[src/rtl/core/efc_pkg.sv]
// shared types, constants and crc helper for the encoder frame checker
`timescale 1ns / 1ps
`default_nettype none
package efc_pkg;

  localparam logic [7:0]  CrcPoly  = 8'h07;
  localparam logic [16:0] RateOne  = 17'd65536;
  localparam logic [8:0]  DegScale = 9'd360;
  localparam int          DegShift = 5;

  // one received frame
  typedef struct packed {
    logic [7:0]  angle_high;
    logic [7:0]  angle_mid;
    logic [7:0]  angle_low_status;
    logic [7:0]  crc_byte;
    logic [16:0] time_step;
  } efc_in_t;

  // one checked frame with tracker state after it
  typedef struct packed {
    logic        frame_ok;
    logic [2:0]  status_bits;
    logic [20:0] angle_code;
    logic [24:0] angle_degrees;
    logic [31:0] error_count;
    logic [16:0] error_rate;
  } efc_out_t;

  // decoded frame fields handed from the crc check to the tracker
  typedef struct packed {
    logic        ok;
    logic [2:0]  status;
    logic [20:0] angle;
  } efc_chk_t;

  // one byte through the crc-8 register, msb first
  function automatic logic [7:0] crc8_byte(input logic [7:0] c_in);
    logic [7:0] c;
    c = c_in;
    for (int j = 0; j < 8; j++) begin
      if (c[7]) begin
        c = {c[6:0], 1'b0} ^ CrcPoly;
      end else begin
        c = {c[6:0], 1'b0};
      end
    end
    return c;
  endfunction

endpackage
`default_nettype wire

[src/rtl/core/efc_crc8.sv]
// crc-8 check and field decode of one frame
`timescale 1ns / 1ps
`default_nettype none
module efc_crc8 (
  input  wire efc_pkg::efc_in_t  item,
  output efc_pkg::efc_chk_t      chk
);
  import efc_pkg::*;

  logic [7:0] crc_a;
  logic [7:0] crc_b;
  logic [7:0] crc_c;

  // three chained byte steps from a zero start value
  always_comb begin
    crc_a = crc8_byte(item.angle_high);
    crc_b = crc8_byte(crc_a ^ item.angle_mid);
    crc_c = crc8_byte(crc_b ^ item.angle_low_status);
  end

  // angle and status fields, good-frame decision
  always_comb begin
    chk.status = item.angle_low_status[2:0];
    chk.angle  = {item.angle_high, item.angle_mid, item.angle_low_status[7:3]};
    chk.ok     = (crc_c == item.crc_byte) && (item.angle_low_status[2:0] == 3'd0);
  end

endmodule
`default_nettype wire

[src/rtl/core/efc_track.sv]
// held angle, error counter and filtered error rate
`timescale 1ns / 1ps
`default_nettype none
module efc_track (
  input  wire                    clk,
  input  wire                    rst_n,
  input  wire                    adv,
  input  wire efc_pkg::efc_in_t  item,
  output efc_pkg::efc_out_t      res
);
  import efc_pkg::*;

  efc_chk_t    chk;
  logic [20:0] angle_r,  angle_nxt;
  logic [24:0] deg_r,    deg_nxt;
  logic [31:0] cnt_r,    cnt_nxt;
  logic [16:0] rate_r,   rate_nxt;
  logic [16:0] dt_sat;
  logic [16:0] rate_cl;
  logic [16:0] mul_b;
  logic [33:0] prod;
  logic [29:0] deg_prod;

  efc_crc8 u_crc (
    .item (item),
    .chk  (chk)
  );

  // saturate time step and rate at one
  always_comb begin
    dt_sat  = (item.time_step > RateOne) ? RateOne : item.time_step;
    rate_cl = (rate_r > RateOne) ? RateOne : rate_r;
  end

  // one shared filter multiply: toward one on a bad frame, toward zero on a good one
  always_comb begin
    mul_b    = chk.ok ? rate_cl : (RateOne - rate_cl);
    prod     = {17'd0, dt_sat} * {17'd0, mul_b};
    deg_prod = {9'd0, chk.angle} * {21'd0, DegScale};
  end

  // next state
  always_comb begin
    angle_nxt = angle_r;
    deg_nxt   = deg_r;
    cnt_nxt   = cnt_r;
    if (chk.ok) begin
      angle_nxt = chk.angle;
      deg_nxt   = deg_prod[DegShift +: 25];
      rate_nxt  = rate_cl - prod[32:16];
    end else begin
      cnt_nxt  = cnt_r + 32'd1;
      rate_nxt = rate_cl + prod[32:16];
    end
  end

  // state registers, updated as each item moves to the result register
  always_ff @(posedge clk) begin
    if (!rst_n) begin
      angle_r <= '0;
      deg_r   <= '0;
      cnt_r   <= '0;
      rate_r  <= '0;
    end else if (adv) begin
      angle_r <= angle_nxt;
      deg_r   <= deg_nxt;
      cnt_r   <= cnt_nxt;
      rate_r  <= rate_nxt;
    end
  end

  // result fields for this item
  always_comb begin
    res.frame_ok      = chk.ok;
    res.status_bits   = chk.status;
    res.angle_code    = angle_nxt;
    res.angle_degrees = deg_nxt;
    res.error_count   = cnt_nxt;
    res.error_rate    = rate_nxt;
  end

endmodule
`default_nettype wire

[src/rtl/core/encoder_frame_crc_check_core.sv]
// top level of the encoder frame crc checker
`timescale 1ns / 1ps
`default_nettype none
// Checks one angle-sensor frame per item: crc-8 (poly 0x07, init 0, msb first)
// over the three data bytes plus a zero-status test. A good frame updates the
// held 21-bit angle and its Q9.16 degree value; a bad frame bumps a wrapping
// 32-bit error counter; every frame moves a Q1.16 error rate toward 1.0 or 0.0
// by the time step (saturated at 1.0). Each item is held in the input register,
// then its result in the result register. One item per cycle is sustained
// while out_ready is high; the crc, the 17x17 filter multiply and the 21x9
// degree multiply all sit in the single stage between the two registers, and
// the tracker state feeds back within that stage.
module encoder_frame_crc_check_core (
  input  wire                    clk,
  input  wire                    rst_n,
  input  wire                    in_valid,
  output logic                   in_ready,
  input  wire efc_pkg::efc_in_t  in_data,
  output logic                   out_valid,
  input  wire                    out_ready,
  output efc_pkg::efc_out_t      out_data
);
  import efc_pkg::*;

  logic     s1_valid_r;
  efc_in_t  s1_item_r;
  logic     out_valid_r;
  efc_out_t out_data_r;
  efc_out_t res;
  logic     adv;

  // item moves on when the result register is free or draining
  assign adv      = s1_valid_r && (!out_valid_r || out_ready);
  assign in_ready = !s1_valid_r || adv;

  efc_track u_track (
    .clk   (clk),
    .rst_n (rst_n),
    .adv   (adv),
    .item  (s1_item_r),
    .res   (res)
  );

  // input register
  always_ff @(posedge clk) begin
    if (!rst_n) begin
      s1_valid_r <= 1'b0;
    end else if (in_ready) begin
      s1_valid_r <= in_valid;
    end
  end

  always_ff @(posedge clk) begin
    if (in_valid && in_ready) begin
      s1_item_r <= in_data;
    end
  end

  // result register
  always_ff @(posedge clk) begin
    if (!rst_n) begin
      out_valid_r <= 1'b0;
    end else if (adv) begin
      out_valid_r <= 1'b1;
    end else if (out_ready) begin
      out_valid_r <= 1'b0;
    end
  end

  always_ff @(posedge clk) begin
    if (adv) begin
      out_data_r <= res;
    end
  end

  assign out_valid = out_valid_r;
  assign out_data  = out_data_r;

  // checks
  a_rate_range: assert property (@(posedge clk) disable iff (!rst_n)
    out_valid |-> out_data.error_rate <= RateOne)
    else $error("error rate above one");

  a_ok_status: assert property (@(posedge clk) disable iff (!rst_n)
    out_valid && out_data.frame_ok |-> out_data.status_bits == 3'd0)
    else $error("good frame with nonzero status");

  a_cnt_step: assert property (@(posedge clk) disable iff (!rst_n)
    adv && !res.frame_ok |=> out_data.error_count == $past(res.error_count))
    else $error("error count not carried to result");

  a_deg_match: assert property (@(posedge clk) disable iff (!rst_n)
    out_valid |-> out_data.angle_degrees ==
      25'(({9'd0, out_data.angle_code} * 30'd360) >> DegShift))
    else $error("degrees do not match held angle");

endmodule
`default_nettype wire

[config.mk]
export PLATFORM = sky130hd
export DESIGN_NAME = encoder_frame_crc_check_core
export DESIGN_NICKNAME = d
export VERILOG_FILES = /design/src/rtl/core/efc_pkg.sv /design/src/rtl/core/efc_crc8.sv /design/src/rtl/core/efc_track.sv /design/src/rtl/core/encoder_frame_crc_check_core.sv
export SDC_FILE = /design/constraint.sdc
export NUM_CORES = 1
export LEC_CHECK = 0
export ABC_AREA = 0
export BUFFER_PORTS_ARGS = -buffer_cell sky130_fd_sc_hd__buf_4
export CAP_MARGIN = 30
export CORE_ASPECT_RATIO = 1.1
export CORE_MARGIN = 2
export CORE_UTILIZATION = 60
export CTS_CLUSTER_DIAMETER = 80
export CTS_CLUSTER_SIZE = 20
export DETAILED_ROUTE_END_ITERATION = 8
export PLACE_DENSITY = 0.79
export SYNTH_ARGS = -nofsm -noshare
export SYNTH_HDL_FRONTEND = slang
export SYNTH_SLANG_ARGS = --single-unit
export TNS_END_PERCENT = 50
[constraint.sdc]
create_clock -name clk -period 15.1 [get_ports clk]
set_clock_uncertainty 0.15 [all_clocks]
set_input_delay 1.51 -clock clk [delete_from_list [all_inputs] [get_ports clk]]
set_output_delay 1.51 -clock clk [all_outputs]
set_load 0.02 [all_outputs]
; ---- Word-level counts from Yosys, hierarchy flattened
; Index checks and enable logic that the tools add are counted.
[totals]
register_bits = 245
elab_cells = 94
out_inout_bits = 101
input_bits = 53
[op_classes]
bitwise_logic = 26
n_reduce_logical = 9
n_lt_le_gt_ge = 2
eq_ne = 1
n_mux = 33
add_sub_neg = 4
n_mul = 2
[ops]
columns = cell, count
row1 = $mux 3, 24
row2 = $not 3->3, 24
row3 = $mux 17, 4
row4 = $gt 17x17->1 const B, 2
row5 = $mul 17x17->33, 1
row6 = $add 32x1->32 const B, 1
row7 = $mux 32, 1
row8 = $mul 21x6->27 const B, 1
row9 = $mux 25, 1
row10 = $mux 21, 1
row11 = $add 17x17->17, 1
row12 = $sub 17x17->17, 1
row13 = $sub 17x17->17 const A, 1
row14 = $xor 8x8->8, 2
row15 = $eq 8x8->1, 1
row16 = $logic_and 1x1->1, 3
row17 = $logic_not 3->1, 1
row18 = $logic_not 1->1, 2
row19 = $logic_or 1x1->1, 2
row20 = $mux 1, 2
row21 = $reduce_bool 2->1, 1

; ---- Logic depth before layout (Yosys ltp)
[logic_depth]
word_depth = 56
ltp_mapped = 50
ltp_nobuf = 48

; ---- Cells and area by module
; Synthesis repeated with hierarchy kept, for this count alone.
[hier_totals]
cells_unflattened = 2434
area_unflattened_um2 = 23333.6
[by_module_without_submodules]
columns = module, cells_each, area_per_inst_um2, n_inst, seq_area_each_um2
row1 = efc_track, 2192, 17902.2, 1, 1901.8
row2 = encoder_frame_crc_check_core, 157, 4548.1, 1, 4484.3
row3 = efc_crc8, 85, 883.3, 1, 0.0

; ---- Worst setup path before layout
; No wires, ideal clock.
[synth_path]
kind = register -> register
startpoint = register u_track.rate_r[2]
endpoint = register u_track.rate_r[16]
setup_time_ps = 116
slack_ps = 2969
path_stages_with_launch = 47
period_less_slack_ps = 12131
t_required_ps = 14834
arrival_ps = 11866
n_path_buf = 2
path_cell_list = dfxtp_1 -> or4_4 -> or4_1 -> or3_1 -> or4_1 -> o21ai_2 -> and2_1 -> clkbuf_1 -> inv_1 -> ha_1 -> nand3b_1 -> a21oi_1 -> or2_2 -> xnor2_1 -> nand2_1 -> fa_1 -> inv_1 -> fa_1 -> [11 not listed] -> o21ai_1 -> xnor2_1 -> nand2b_1 -> nor2_1 -> a211o_1 -> nand2_1 -> a221oi_1 -> xor2_1 -> ha_1 -> nand3_1 -> nand2_1 -> a41oi_1 -> nor4b_1 -> o41ai_1 -> a31oi_1 -> xnor3_1 -> xnor2_1 -> a31o_1
[synth_rtl]
columns = item, line
row1 = from (decl), efc_track.sv:17  ; logic [16:0] rate_r, rate_nxt;
row2 = from (signal assigned), efc_track.sv:68  ; rate_r <= rate_nxt;

==> results by group <==
Clock tree
  • CTS Sinks: 245
  • Clock latency on the worst-skew pair: between 0.5 and 0.6 ns
  • TritonCTS clock tree: built
  • PostCTS Resize Cnt: 0
  • Clock-pin slew on the worst setup and hold paths: roughly 0.08 ns
  • Cts hold-fix bufs: 0
  • # Post-CTS Setup Buffers: 0
  • Clock root buffer: clkbuf_16
  • CTS Buffer Depth: 3
  • Total CTS buffers: 19
  • H-tree depth: 1

Floorplan
  • CORE AREA: around 37000 um^2
  • Die width: ~190 um
  • Io pins: around 150
  • Total die area: between 30000 and 40000 um^2
  • Starting Density: between 60% and 70%
  • Die H: roughly 210 um
  • Num rows: 74

Global route
  • Vias in the first global route: about 18k
  • Grt ovf: 0
  • Total Routing Usage GR: approximately 28%
  • Antenna violations before repair: 0
  • First-pass GRT wire length: between 80000 and 90000 um
  • Pin count of the biggest net entering global routing: 96

Setup path
  • Crit-path max FO: 15
  • Top cell by count, worst path: fa_1
  • Worst setup EP type: flop
  • Worst R2R Start: u_track.rate_r[2]
  • Buf/Inv on CP: 4
  • Largest stage delay on the critical path: approximately 0.7 ns
  • Top delay family on crit path: simple AND/OR/NAND/NOR gates
  • Crit Path Class: reg2reg
  • Worst setup SP type: flop
  • Slowest CP cell: xnor2_1
  • Crit path from: u_track.rate_r[2]
  • WP data required: approximately 15 ns
  • Worst Path Arrival: 14.33 ns

Detailed routing
  • Remaining DRCs: 0
  • Total number of vias: between 15k and 20k
  • Drt initial violations: 1101
  • Total Wirelength: 54400 um
  • Antenna viol nets, final: 0
  • TritonRoute pass-1 iters: 5
  • Via density: 5.64
  • Post-DR wirelength/cell: 18.1 um

Layout
  • Fillers: approximately 2.9k
  • Layout Utilization: between 60% and 70%
  • Layout Nets: 2987
  • Layout cells sized above 1: about 11%
  • Non-Filler Instances: between 3k and 4k
  • Synthesis-to-finish area growth: 10.1%
  • ANT cells: 0

Outcome
  • Outcome: completed

Yosys
  • Seq/Total Area, Yosys: between 20% and 30%
  • Number of flops mapped to enable cells by yosys: between 100 and 150
  • Post-synth top flop: edfxtp_1
  • Cell Area, Synth: 22800 um^2
  • Mapped Nets: 2873
  • #FFs+latches synth: 245
  • Post-synth ARST share: 0%
  • Syn_area_per_cell: approximately 9.5 um^2
  • Synth cell types: 73
  • Post-Synthesis Cells: approximately 2.4k
  • Synth warnings: 0

Place
  • IO Port Bufs: 153
  • Cells after DPL: between 2k and 3k
  • Hpwl dp: 41500 um
  • RePlAce Congestion: 0.968

Timing
  • Fmax: around 0.071 GHz
  • Slew Limit Fails: 0
  • Setup TNS: 0 ns
  • Slew @ Worst Pin: approximately 1.1 ns
  • Final Setup Violations: 0
  • Slew Limit Headroom: 24.9%
  • Final hold vios: 0
  • Final worst-path cycle share: 93.0%
  • Minimum clock period: 14.05 ns
  • RSZ-0062 raised after global routing: no

Worst hold path
  • Worst min path class: reg2reg
  • Hold Startpoint: u_track.rate_r[6]

Job
  • Max-cap violations: 0
==> registers in the layout, summed over array words and instances (netlist names) <==
| signal | flops |
|---|---|
| out_data | 99 |
| s1_valid_r | 1 |
| u_track.angle_r | 21 |
| u_track.deg_r | 25 |
| u_track.cnt_r | 32 |
| out_valid | 1 |
| s1_item_r | 49 |
| u_track.rate_r | 17 |
==> metrics by stage <==
stage,hold WS [ns],worst slack (ns),cell area [um^2]
after detailed placement,0.308,1.26,24400
after CTS,0.318,1.21,25000
after global routing,0.352,0.311,25100
after global placement,0.291,1.59,24400
final,0.318,1.05,25100
after floorplan,0.283,2.97,22800
==> final timing paths <==
kind / endpoint / slack [ns] / cells past startpoint
worst max-delay path: u_track.rate_r[16] / 1.05 / 46
worst min-delay path: u_track.rate_r[6] / 0.32 / 2
worst max register to register: u_track.rate_r[16] / 1.05 / 46
worst min register to register: u_track.rate_r[6] / 0.32 / 2
==> final cells by class <==
cell class	count	area (um^2)	share of cell area, %
clock buffer	27	515	2.06
clock inverter	7	120	0.479
inverter	396	1490	5.95
multi-input combinational	1665	14600	58.2
sequential	245	6390	25.5
tap	494	618	2.47
timing repair buffer	177	1340	5.36
==> logic make-up after synthesis <==
| family | after synthesis | synth area share [%] |
|---|---|---|
| mux | 54 | 2.62 |
| xor+xnor | 180 | 7.82 |
| buf+inv | 480 | 7.97 |
| compound gates | 184 | 5.35 |
| simple gates | 817 | 16.0 |
| fa+ha+maj | 430 | 32.1 |
| flops | 245 | 28.1 |
==> placed cells by master (no fill, tap or decap), types with 5 or more instances in the layout <==
cell,count
inv_1,394
nand2_1,279
nor2_1,270
fa_1,258
buf_4,175
ha_1,172
edfxtp_1,148
xnor2_1,107
dfxtp_1,97
nor3_1,72
xor2_1,56
a21oi_1,55
mux2_2,45
and2_1,38
nor2b_1,35
o21ai_0,34
nand3_1,33
clkbuf_16,19
or3_1,16
nand2b_1,15
and3_1,15
a21o_1,12
xnor3_1,11
mux2i_1,9
a211oi_1,9
a31oi_1,9
or2_2,9
o31ai_1,8
o21a_1,7
nand3b_1,7
nand4_1,7
clkbuf_1,7
nor4_1,6
a21boi_0,5
or4_1,5
==> synthesized netlist by cell type (all sizes together) (45+ instances only) <==
cell / number / area, um^2
a21oi: 55 / 275
clkbuf: 68 / 255
dfxtp: 97 / 1940
edfxtp: 148 / 4440
fa: 258 / 5160
ha: 172 / 2150
inv: 396 / 1490
mux2: 45 / 507
nand2: 279 / 1050
nor2: 271 / 1020
nor3: 72 / 360
xnor2: 108 / 946
xor2: 58 / 516
==> metal layers <==
| metal | vias up | routed length (um) | GRT usage [%] |
|---|---|---|---|
| li1 | 7836 | - | - |
| met1 | 8396 | 20900 | 34.3 |
| met2 | 604 | 27100 | 49.0 |
| met3 | 153 | 3920 | 5.31 |
| met4 | 0 | 2480 | 11.9 |
| met5 | - | 0 | 0 |
==> worst min-delay path, cell delays in order, from the launching register on <==
cell	delay (ns)
dfxtp_1	0.32
nand2_1	0.05
a21oi_1	0.05
Power is not shown: default switching activity piles up to over one toggle a cycle in this logic, so the estimate is an artifact.
